===== config.mk =====
export PLATFORM = sky130hd
export DESIGN_NAME = variable_width_bit_packer
export DESIGN_NICKNAME = d
export VERILOG_FILES = /design/src/rtl/vwbp_pkg.sv /design/src/rtl/variable_width_bit_packer.sv /design/src/rtl/vwbp_front.sv /design/src/rtl/vwbp_queue.sv /design/src/rtl/vwbp_back.sv
export SDC_FILE = /design/constraint.sdc
export NUM_CORES = 1
export LEC_CHECK = 0
export CORE_ASPECT_RATIO = 0.6
export CORE_MARGIN = 4
export CORE_UTILIZATION = 30
export DETAILED_ROUTE_END_ITERATION = 6
export DONT_BUFFER_PORTS = 1
export SYNTH_ARGS = -nofsm -noshare
export SYNTH_HDL_FRONTEND = slang
export SYNTH_HIERARCHICAL = 1
export SYNTH_SLANG_ARGS = --single-unit

===== constraint.sdc =====
create_clock -name clk -period 4.2 [get_ports clk]
set_clock_uncertainty 0.1 [all_clocks]
set_input_delay 0.63 -clock clk [delete_from_list [all_inputs] [get_ports clk]]
set_output_delay 0.63 -clock clk [all_outputs]
set_load 0.01 [all_outputs]

===== src/rtl/vwbp_pkg.sv =====
package vwbp_pkg;

	localparam int BYTE_W = 8;
	localparam int VALUE_W = 31;
	localparam int COUNT_W = 5;
	localparam int FIELD_W_MAX = 6;
	localparam int LENGTH_FIELD_BITS_DEF = 5;
	localparam int QUEUE_DEPTH_DEF = 2;

	// value shifted so its leading one sits in the top bit, plus its bit count
	typedef struct packed {
		logic [VALUE_W-1:0] norm;
		logic [COUNT_W-1:0] count;
	} norm_t;

	// one classified value on its way from front to back
	typedef struct packed {
		logic [VALUE_W-1:0]     src;
		logic [COUNT_W-1:0]     count;
		logic [FIELD_W_MAX-1:0] field;
		logic                   last;
	} entry_t;

	// queue status seen by the back end
	typedef struct packed {
		logic empty;
		logic full;
	} queue_stat_t;

	// five-step leading-zero search that normalizes on the way
	function automatic norm_t normalize(input logic [VALUE_W-1:0] v);
		logic [31:0] x;
		logic [5:0]  lz;
		norm_t       r;
		x = {1'b0, v};
		lz = '0;
		if (x[31:16] == 16'd0) begin
			x = x << 16;
			lz = lz + 6'd16;
		end
		if (x[31:24] == 8'd0) begin
			x = x << 8;
			lz = lz + 6'd8;
		end
		if (x[31:28] == 4'd0) begin
			x = x << 4;
			lz = lz + 6'd4;
		end
		if (x[31:30] == 2'd0) begin
			x = x << 2;
			lz = lz + 6'd2;
		end
		if (x[31] == 1'b0) begin
			x = x << 1;
			lz = lz + 6'd1;
		end
		r.norm = x[31:1];
		r.count = (v == '0) ? '0 : COUNT_W'(6'd32 - lz);
		return r;
	endfunction

endpackage


===== src/rtl/variable_width_bit_packer.sv =====
// Variable width bit packer.
// Slave stream: s_tdata[30:0] carries a non-negative value, s_tlast marks the
// final value of a run. Master stream: one beat per output byte, m_tuser says
// which stream it belongs to (0 packed value bits, 1 length fields), m_tlast
// marks the last byte caused by one input value.
// The front end registers each value, finds its significant bit count with a
// five-step leading-zero search and saturates the length field; a short queue
// decouples it from the back end, which splices bits into the two byte
// accumulators and drives the output register.
// Each accepted value is registered in the front end and then pushed into
// the queue; the back end takes the entry, closes each completed value byte
// and absorbs the leftover value bits, flushes the value accumulator on a
// last value, adds the length field and, on a last value, flushes the length
// accumulator. It advances one step per cycle while the output register can
// take a byte; each byte enters the output register with the step that makes it.
// Reset empties the queue, the accumulators and the output register.
// A stalled receiver holds the output beat; the back end freezes, the queue
// fills and then s_tready drops.
module variable_width_bit_packer #(
	parameter int LENGTH_FIELD_BITS = vwbp_pkg::LENGTH_FIELD_BITS_DEF,
	parameter int QUEUE_DEPTH = vwbp_pkg::QUEUE_DEPTH_DEF
) (
	input  logic        clk,
	input  logic        arst_n,
	input  logic        s_tvalid,
	output logic        s_tready,
	input  logic [31:0] s_tdata,   // [30:0] value, [31] zero pad
	input  logic        s_tlast,
	output logic        m_tvalid,
	input  logic        m_tready,
	output logic [7:0]  m_tdata,   // [7:0] data_byte
	output logic        m_tuser,   // [0] stream
	output logic        m_tlast
);

	logic                  push;
	logic                  pop;
	vwbp_pkg::entry_t      push_entry;
	vwbp_pkg::entry_t      head;
	vwbp_pkg::queue_stat_t stat;

	// front: take a value, count its bits, push the classified entry
	vwbp_front #(
		.LENGTH_FIELD_BITS(LENGTH_FIELD_BITS)
	) u_front (
		.clk       (clk),
		.arst_n    (arst_n),
		.in_valid  (s_tvalid),
		.in_ready  (s_tready),
		.in_value  (s_tdata[30:0]),
		.in_last   (s_tlast),
		.push      (push),
		.push_entry(push_entry),
		.queue_full(stat.full)
	);

	// queue: hold entries while the back end drains bytes
	vwbp_queue #(
		.DEPTH(QUEUE_DEPTH)
	) u_queue (
		.clk       (clk),
		.arst_n    (arst_n),
		.push      (push),
		.push_entry(push_entry),
		.pop       (pop),
		.head      (head),
		.stat      (stat)
	);

	// back: splice bits into bytes, flush on a last value
	vwbp_back #(
		.LENGTH_FIELD_BITS(LENGTH_FIELD_BITS)
	) u_back (
		.clk       (clk),
		.arst_n    (arst_n),
		.head      (head),
		.stat      (stat),
		.pop       (pop),
		.out_valid (m_tvalid),
		.out_ready (m_tready),
		.out_byte  (m_tdata),
		.out_stream(m_tuser),
		.out_last  (m_tlast)
	);

	// never push into a full queue
	a_no_overflow: assert property (@(posedge clk) disable iff (!arst_n)
		push |-> !stat.full)
		else $error("push into full queue");

	// never pop an empty queue
	a_no_underflow: assert property (@(posedge clk) disable iff (!arst_n)
		pop |-> !stat.empty)
		else $error("pop from empty queue");

	// an accepted beat reaches the queue or waits for it
	a_accept_lands: assert property (@(posedge clk) disable iff (!arst_n)
		(s_tvalid && s_tready) |=> (push || stat.full))
		else $error("accepted value lost in front end");

endmodule


===== src/rtl/vwbp_front.sv =====
module vwbp_front #(
	parameter int LENGTH_FIELD_BITS = vwbp_pkg::LENGTH_FIELD_BITS_DEF
) (
	input  logic                         clk,
	input  logic                         arst_n,
	input  logic                         in_valid,
	output logic                         in_ready,
	input  logic [vwbp_pkg::VALUE_W-1:0] in_value,
	input  logic                         in_last,
	output logic                         push,
	output vwbp_pkg::entry_t             push_entry,
	input  logic                         queue_full
);

	localparam logic [5:0] FIELD_MAX = 6'((1 << LENGTH_FIELD_BITS) - 1);

	logic                         valid_s1;
	logic [vwbp_pkg::VALUE_W-1:0] value_s1;
	logic                         last_s1;
	vwbp_pkg::norm_t              nrm;
	logic [5:0]                   count6;

	assign push = valid_s1 && !queue_full;
	assign in_ready = !valid_s1 || push;

	always_ff @(posedge clk or negedge arst_n) begin
		if (!arst_n) begin
			valid_s1 <= 1'b0;
		end else if (in_ready) begin
			valid_s1 <= in_valid;
		end
	end

	always_ff @(posedge clk) begin
		if (in_ready && in_valid) begin
			value_s1 <= in_value;
			last_s1 <= in_last;
		end
	end

	always_comb begin
		nrm = vwbp_pkg::normalize(value_s1);
		count6 = {1'b0, nrm.count};
		push_entry.src = nrm.norm;
		push_entry.count = nrm.count;
		// saturate the length field when the count does not fit
		push_entry.field = (count6 > FIELD_MAX) ? FIELD_MAX : count6;
		push_entry.last = last_s1;
	end

endmodule


===== src/rtl/vwbp_queue.sv =====
module vwbp_queue #(
	parameter int DEPTH = vwbp_pkg::QUEUE_DEPTH_DEF
) (
	input  logic                  clk,
	input  logic                  arst_n,
	input  logic                  push,
	input  vwbp_pkg::entry_t      push_entry,
	input  logic                  pop,
	output vwbp_pkg::entry_t      head,
	output vwbp_pkg::queue_stat_t stat
);

	localparam int PTR_W = (DEPTH > 1) ? $clog2(DEPTH) : 1;
	localparam int CNT_W = $clog2(DEPTH + 1);
	localparam logic [PTR_W-1:0] LAST_PTR = PTR_W'(DEPTH - 1);
	localparam logic [CNT_W-1:0] FULL_CNT = CNT_W'(DEPTH);

	vwbp_pkg::entry_t mem [DEPTH];
	logic [PTR_W-1:0] wr_ptr_q;
	logic [PTR_W-1:0] rd_ptr_q;
	logic [CNT_W-1:0] cnt_q;

	assign stat.empty = (cnt_q == '0);
	assign stat.full = (cnt_q == FULL_CNT);
	assign head = mem[rd_ptr_q];

	always_ff @(posedge clk) begin
		if (push) begin
			mem[wr_ptr_q] <= push_entry;
		end
	end

	always_ff @(posedge clk or negedge arst_n) begin
		if (!arst_n) begin
			wr_ptr_q <= '0;
			rd_ptr_q <= '0;
			cnt_q <= '0;
		end else begin
			if (push) begin
				wr_ptr_q <= (wr_ptr_q == LAST_PTR) ? '0 : wr_ptr_q + PTR_W'(1);
			end
			if (pop) begin
				rd_ptr_q <= (rd_ptr_q == LAST_PTR) ? '0 : rd_ptr_q + PTR_W'(1);
			end
			if (push && !pop) begin
				cnt_q <= cnt_q + CNT_W'(1);
			end else if (pop && !push) begin
				cnt_q <= cnt_q - CNT_W'(1);
			end
		end
	end

endmodule


===== src/rtl/vwbp_back.sv =====
module vwbp_back #(
	parameter int LENGTH_FIELD_BITS = vwbp_pkg::LENGTH_FIELD_BITS_DEF
) (
	input  logic                        clk,
	input  logic                        arst_n,
	input  vwbp_pkg::entry_t            head,
	input  vwbp_pkg::queue_stat_t       stat,
	output logic                        pop,
	output logic                        out_valid,
	input  logic                        out_ready,
	output logic [vwbp_pkg::BYTE_W-1:0] out_byte,
	output logic                        out_stream,
	output logic                        out_last
);

	localparam int L = LENGTH_FIELD_BITS;
	localparam logic [3:0] L4 = 4'(L);

	typedef enum logic [4:0] {
		PH_IDLE = 5'b00001,
		PH_VAL  = 5'b00010,
		PH_VFL  = 5'b00100,
		PH_LEN  = 5'b01000,
		PH_LFL  = 5'b10000
	} phase_t;

	phase_t      phase_q, phase_n;
	logic [7:0]  vacc_q, vacc_n, lacc_q, lacc_n;
	logic [2:0]  vused_q, vused_n, lused_q, lused_n;
	logic [30:0] src_q, src_n;
	logic [4:0]  rem_q, rem_n;
	logic [vwbp_pkg::FIELD_W_MAX-1:0] field_q, field_n;
	logic        last_q, last_n;

	logic        out_valid_q, out_stream_q, out_last_q;
	logic [7:0]  out_byte_q;

	logic        adv, step, emit, emit_last, emit_stream;
	logic [7:0]  emit_byte;
	logic [15:0] win_v, win_l, sh_emit_v, sh_part_v, sh_emit_l;
	logic [5:0]  vsum;
	logic [3:0]  take, lsum;
	logic [4:0]  remn;
	logic [2:0]  lremn;
	logic        len_any;
	logic [7:0]  fld8, fld_top;

	assign out_valid = out_valid_q;
	assign out_byte = out_byte_q;
	assign out_stream = out_stream_q;
	assign out_last = out_last_q;

	always_comb begin
		adv = !out_valid_q || out_ready;
		fld8 = {{(8 - L){1'b0}}, field_q[L-1:0]};
		fld_top = {field_q[L-1:0], {(8 - L){1'b0}}};
		win_v = {vacc_q, src_q[30:23]};
		win_l = {lacc_q, fld_top};
		vsum = {3'b000, vused_q} + {1'b0, rem_q};
		take = 4'd8 - {1'b0, vused_q};
		remn = rem_q - {1'b0, take};
		lsum = {1'b0, lused_q} + L4;
		lremn = lsum[2:0];
		len_any = (lsum >= 4'd8) || (last_q && (lsum[2:0] != 3'd0));
		sh_emit_v = win_v >> vused_q;
		sh_part_v = win_v >> (4'd8 - rem_q[3:0]);
		sh_emit_l = win_l >> lused_q;

		phase_n = phase_q;
		vacc_n = vacc_q;
		vused_n = vused_q;
		lacc_n = lacc_q;
		lused_n = lused_q;
		src_n = src_q;
		rem_n = rem_q;
		field_n = field_q;
		last_n = last_q;
		pop = 1'b0;
		emit = 1'b0;
		emit_last = 1'b0;
		emit_stream = 1'b0;
		emit_byte = '0;

		unique case (phase_q)
			PH_IDLE: begin
				if (!stat.empty) begin
					pop = 1'b1;
					src_n = head.src;
					rem_n = head.count;
					field_n = head.field;
					last_n = head.last;
					phase_n = PH_VAL;
				end
			end
			PH_VAL: begin
				if (vsum >= 6'd8) begin
					// close the pending byte with the top bits of the value
					emit = 1'b1;
					emit_byte = sh_emit_v[7:0];
					emit_last = (remn < 5'd8) && !(last_q && remn != 5'd0) && !len_any;
					src_n = src_q << take;
					rem_n = remn;
					vacc_n = '0;
					vused_n = '0;
				end else begin
					vacc_n = sh_part_v[7:0];
					vused_n = vused_q + rem_q[2:0];
					phase_n = last_q ? PH_VFL : PH_LEN;
				end
			end
			PH_VFL: begin
				if (vused_q != 3'd0) begin
					emit = 1'b1;
					emit_byte = vacc_q << (4'd8 - {1'b0, vused_q});
					emit_last = !len_any;
				end
				vacc_n = '0;
				vused_n = '0;
				phase_n = PH_LEN;
			end
			PH_LEN: begin
				if (lsum >= 4'd8) begin
					emit = 1'b1;
					emit_stream = 1'b1;
					emit_byte = sh_emit_l[7:0];
					emit_last = !(last_q && lremn != 3'd0);
					lacc_n = fld8 & ((8'd1 << lremn) - 8'd1);
					lused_n = lremn;
				end else begin
					lacc_n = (lacc_q << L) | fld8;
					lused_n = lsum[2:0];
				end
				phase_n = last_q ? PH_LFL : PH_IDLE;
			end
			PH_LFL: begin
				if (lused_q != 3'd0) begin
					emit = 1'b1;
					emit_stream = 1'b1;
					emit_byte = lacc_q << (4'd8 - {1'b0, lused_q});
					emit_last = 1'b1;
				end
				lacc_n = '0;
				lused_n = '0;
				phase_n = PH_IDLE;
			end
			default: begin
				phase_n = PH_IDLE;
			end
		endcase

		step = !emit || adv;
		if (!step) begin
			pop = 1'b0;
		end
	end

	always_ff @(posedge clk or negedge arst_n) begin
		if (!arst_n) begin
			phase_q <= PH_IDLE;
			vacc_q <= '0;
			vused_q <= '0;
			lacc_q <= '0;
			lused_q <= '0;
			out_valid_q <= 1'b0;
		end else begin
			if (step) begin
				phase_q <= phase_n;
				vacc_q <= vacc_n;
				vused_q <= vused_n;
				lacc_q <= lacc_n;
				lused_q <= lused_n;
			end
			if (step && emit) begin
				out_valid_q <= 1'b1;
			end else if (out_ready) begin
				out_valid_q <= 1'b0;
			end
		end
	end

	always_ff @(posedge clk) begin
		if (step) begin
			src_q <= src_n;
			rem_q <= rem_n;
			field_q <= field_n;
			last_q <= last_n;
		end
		if (step && emit) begin
			out_byte_q <= emit_byte;
			out_stream_q <= emit_stream;
			out_last_q <= emit_last;
		end
	end

endmodule


; Word-level counts from Yosys, hierarchy flattened
; Memory sizes are Yosys's and may differ from the RTL's.
; Cells that the tools add are included.
[totals]
n_memories = 1
input_bits = 37
ram_bits = 84
ff_bits = 117
word_cells = 156
[mem_list]
columns = memory, depth, word_bits, read_ports, rd_clocked_by_memory_dff, write_ports, line
row1 = u_queue.mem, 2, 42, 1, 0, 1, vwbp_queue.sv:18  ; vwbp_pkg::entry_t mem [DEPTH];
[classes]
n_mux = 55
n_eq_ne = 9
shifts = 7
order_cmp = 3
bitwise_logic = 3
addsub = 17
n_reduce_logical = 42
[op_table]
columns = operator, n
row1 = $mux W32, 5
row2 = $mux W31, 2
row3 = $pmux W31 S2, 1
row4 = $mux W5, 11
row5 = $mux W8, 6
row6 = $pmux W8 S2, 2
row7 = $pmux W8 S4, 1
row8 = $shr A16 B3 Y8, 2
row9 = $logic_not A31 Y1, 1
row10 = $shl A31 B4 Y31, 1
row11 = $pmux W5 S4, 1
row12 = $mux W1, 16
row13 = $shl A8 B4 Y8, 2
row14 = $shr A16 B4 Y8, 1
row15 = $logic_not A15 Y1, 1
row16 = $pmux W3 S2, 2
row17 = $pmux W5 S2, 1
row18 = $reduce_bool A2 Y1, 5
row19 = $logic_and A1 B1 Y1, 9
row20 = $logic_not A1 Y1, 9
row21 = $reduce_bool A3 Y1, 3
row22 = $and A5 B8 Y8, 1
row23 = $logic_not A8 Y1, 1
row24 = $or A8 B5 Y8, 1
row25 = 40 further kinds, 51

; Longest topological paths before layout
[depth]
ltp_word = 12
depth_mapped = 15

; Modules after synthesis
; The synthesis kept the hierarchy.
[modules_own_cells]
columns = module, area_per_inst_um2, instances, seq_area_each_um2, cells_each
row1 = vwbp_back, 6936.7, 1, 2263.4, 668
row2 = vwbp_queue, 3490.8, 1, 2682.6, 150
row3 = vwbp_front, 2776.4, 1, 985.9, 292

; Worst setup path before layout
; No wires, ideal clock.
[synth_path]
path_kind = register -> register
startpoint = reg u_back.vused_q[0]
endpoint = reg u_back.out_last_q (netlist: u_back/out_last), data pin
setup_time_ps = 256
setup_slack_ps = 724
arrival_ps = 3120
synth_period_minus_slack_ps = 3476
path_stages_with_launch = 16
cell_sequence = dfrtp_1 > buf_4 > buf_6 > inv_2 > buf_2 > ha_1 > ha_1 > buf_2 > inv_2 > clkbuf_1 > ha_1 > nor2b_1 > o21a_1 > nor2_1 > xnor2_1 > a41o_1
[synth_between]
elab_chain_len = 9
elab_cells_between_ends = 14
cone_classes = 3 x add/sub / 2 x order compare / 3 x mux / 6 x reduce/logical
[synth_rtl]
columns = item, line
row1 = start: declaration, vwbp_back.sv:29  ; logic [2:0] vused_q, vused_n, lused_q, lused_n;
row2 = start signal: assignment, vwbp_back.sv:169  ; vused_q <= vused_n;
row3 = branches (longest 8 deep; another with $sub A5 B4 Y5), --
row4 = $pmux W1 S4 *, vwbp_back.sv:84  ; unique case (phase_q)
row5 = end signal: assignment, vwbp_back.sv:191  ; out_last_q <= emit_last;
row6 = end: declaration, vwbp_back.sv:35  ; logic out_valid_q, out_stream_q, out_last_q;
; Every way passes the cells marked *.
; A chain may end at the register's enable or synchronous reset.

; Final worst setup path
[layout_path]
startpoint = reg u_front/value_s1[24] (netlist bit)
endpoint = mem u_queue/mem[0][19] (netlist bit), data pin
[layout_between]
elab_chain_len = 9
[layout_rtl]
columns = item, line
row1 = start: declaration, vwbp_front.sv:18  ; logic [vwbp_pkg::VALUE_W-1:0] value_s1;
row2 = start signal: assignment, vwbp_front.sv:36  ; value_s1 <= in_value;
row3 = $logic_not A15 Y1, vwbp_pkg.sv:37  ; if (x[31:16] == 16'd0) begin
row4 = $mux W32 *, vwbp_pkg.sv:37
row5 = $logic_not A8 Y1, vwbp_pkg.sv:41  ; if (x[31:24] == 8'd0) begin
row6 = $mux W32 *, vwbp_pkg.sv:41
row7 = $logic_not A4 Y1, vwbp_pkg.sv:45  ; if (x[31:28] == 4'd0) begin
row8 = $mux W32 *, vwbp_pkg.sv:45
row9 = $logic_not A2 Y1, vwbp_pkg.sv:49  ; if (x[31:30] == 2'd0) begin
row10 = $mux W32 *, vwbp_pkg.sv:49
row11 = $mux W32 *, vwbp_pkg.sv:53  ; if (x[31] == 1'b0) begin
row12 = end: declaration, vwbp_queue.sv:18
; Every way passes the cells marked *; elsewhere a longest branch is shown, timed or not.

==> results.json <==
{
  "root_buffer": "clkbuf_16",
  "clk_latency_ns": 0.54,
  "fmax_mhz": 259.0,
  "portBuffers": 0,
  "die_w_um": 278.0,
  "postSynthNetCount": 1164,
  "drtPass1Iterations": 5,
  "cts.reportedPaths.clkPinSlew_ns": 0.07,
  "die_y_um": 170.0,
  "critPathKind": "reg -> reg",
  "worst_pin_slew_ns": 1.029,
  "grt.overflow.total": 0,
  "nets": 1146,
  "slew_headroom_pct": 31.40,
  "htree_levels": 1,
  "tns_ns": 0,
  "critPathRequiredTime_ns": 4.35,
  "fp.dieArea_um2": 47240,
  "cts.path.max_buffers": 3,
  "place_hpwl_mm": 24.48,
  "io_pins": 49,
  "drive_above_1_share_pct": 20.31,
  "p_leak_nw": 5.173,
  "areaGrowthSynthToFinish_pct": 9.796,
  "core_um2": 43260,
  "fin_crit_sh_pct": 91.93,
  "gp_congestion": 0.9344,
  "hold_viol": 0,
  "final_cells": 1682,
  "fin_crit_ns": 3.861,
  "synth_area_um2": 13120,
  "drc_errors": 0,
  "cp_data_arrival_time_ns": 4.01,
  "wl_per_cell_um": 19.91,
  "powerDensity_nw_per_um2": 923.5,
  "grt_pass1_vias": 8803,
  "cp-start-kind": "flop",
  "vdd_drop_max_uv": 418.3,
  "status": "completed",
  "cp_max_fo": 29,
  "drt-total-wl_mm": 33.49,
  "rows": 59,
  "antenna_left": 0,
  "cap_violations": 0,
  "slew_viol_final": 0,
  "rsz0062_at_grt": "no",
  "yosys_warnings": 6,
  "clkSinkCount": 201,
  "drt_iter0_drc": 979,
  "antennaDiodeCount": 0,
  "setup_viol": 0,
  "grt_max_degree": 75,
  "hold_class": "in -> reg",
  "synth_area_per_cell_um2": 11.87,
  "antenna_found_initial": 1,
  "cts_tree": "done",
  "critPathCaptureType": "flop",
  "cts_post_setup_buffers_inserted": 0,
  "vias": 9214,
  "grt_pass1_wl_mm": 52.54,
  "dp.cells": 1640,
  "synth_cells": 1105,
  "groute.usage.overall_pct": 13.85,
  "viasPerCell": 5.478,
  "cts_inserted_buffers": 22,
  "start_util_pct": 30.32
}
-- through the flow --
stage	instance area, um2	utilization (%)	setup slack, ns	hold WS [ns]	total power [mW]
floorplan	13120	-	0.7244	0.2344	9.433
global placement	13670	31.60	0.4995	0.2382	11.15
detailed placement	13670	31.60	0.4264	0.2382	11.26
CTS	14400	33.29	0.4024	0.06139	13.23
global route	14400	33.29	0.1002	0.06000	14.16
finish	14400	33.29	0.3391	0.09132	13.30
-- where the power goes --
part / leakage [nW] / internal (mW) / switching [mW]
clock network: 0.340 / 1.06 / 0.835
registers: 1.96 / 3.19 / 0.772
logic: 2.88 / 3.16 / 4.28
-- layout by cell type, fill, tap and decap left out, types with 14 or more instances in the layout --
cell,count
mux2_2,31
a21oi_1,57
nor2_1,59
edfxtp_1,168
nand3_1,23
mux2_4,47
mux2i_1,105
o21ai_0,38
mux4_2,47
inv_1,18
o21ai_1,20
a211oi_1,14
buf_4,31
clkbuf_16,22
ha_1,20
dfrtp_1,30
nand2_1,129
-- final timing paths --
path / cells after the start / startpoint / slack [ns] / endpoint
max in group asynchronous: 2 / arst_n / 3.22 / u_back/phase_q[0]$_DFFE_PN1P_
hold reg to reg: 0 / u_front/last_s1$_DFFE_PP_ / 0.35 / u_queue/mem[0][0]$_DFFE_PP_
hold / removal: 0 / s_tdata[16] / 0.09 / u_front/value_s1[16]$_DFFE_PP_
setup reg to reg: 9 / u_front/value_s1[24]$_DFFE_PP_ / 0.34 / u_queue/mem[0][19]$_DFFE_PP_
setup / recovery: 9 / u_front/value_s1[24]$_DFFE_PP_ / 0.34 / u_queue/mem[0][19]$_DFFE_PP_
min in group asynchronous: 2 / arst_n / 0.51 / u_back/vacc_q[0]$_DFFE_PN0P_
-- routing by layer --
layer  vias to the layer above  GRT usage [%]  wire length, um
met4                         2          2.114              362
met1                      4566          22.75            16890
met5                         -              0               13
met3                        33          3.908             3406
met2                       396          17.82            12810
li1                       4217              -                -
-- layout make-up --
class / count / area [um2]
Timing Repair Buffer: 35 / 302.8
Fill cell: 4302 / 28860
Inverter: 22 / 82.58
Sequential cell: 201 / 5874
Clock buffer: 28 / 583.1
Clock inverter: 12 / 120.1
Multi-Input combinational cell: 805 / 6715
Tap cell: 579 / 724.4
-- timing repair --
| item | CTS | global route |
|---|---|---|
| hold endpoints to repair | 33 | 0 |
| hold buffers | 2 | 0 |
| resized for setup | 0 | 0 |
-- worst max-delay path, cell delays in order (launching register included) --
cell and delay (ns):
edfxtp_1 0.43, or4_1 0.54, nor2_1 0.59, a21oi_2 0.17
buf_4 0.29, a21oi_1 0.61, o21ai_4 0.18, buf_4 0.25
mux2i_1 0.21, o221ai_1 0.18
-- state kept, by name, indices dropped and copies added (netlist names) --
name	cells
u_back/field_q	5
u_back/lacc_q	8
u_back/last_q	1
u_back/lused_q	3
u_back/out_byte	8
u_back/out_last	1
u_back/out_stream	1
u_back/out_valid	1
u_back/phase_q	5
u_back/rem_q	5
u_back/src_q	31
u_back/vacc_q	8
u_back/vused_q	3
u_front/last_s1	1
u_front/valid_s1	1
u_front/value_s1	31
u_queue/cnt_q	2
u_queue/mem	84
u_queue/rd_ptr_q	1
u_queue/wr_ptr_q	1
(Power assumes the default switching activity.)
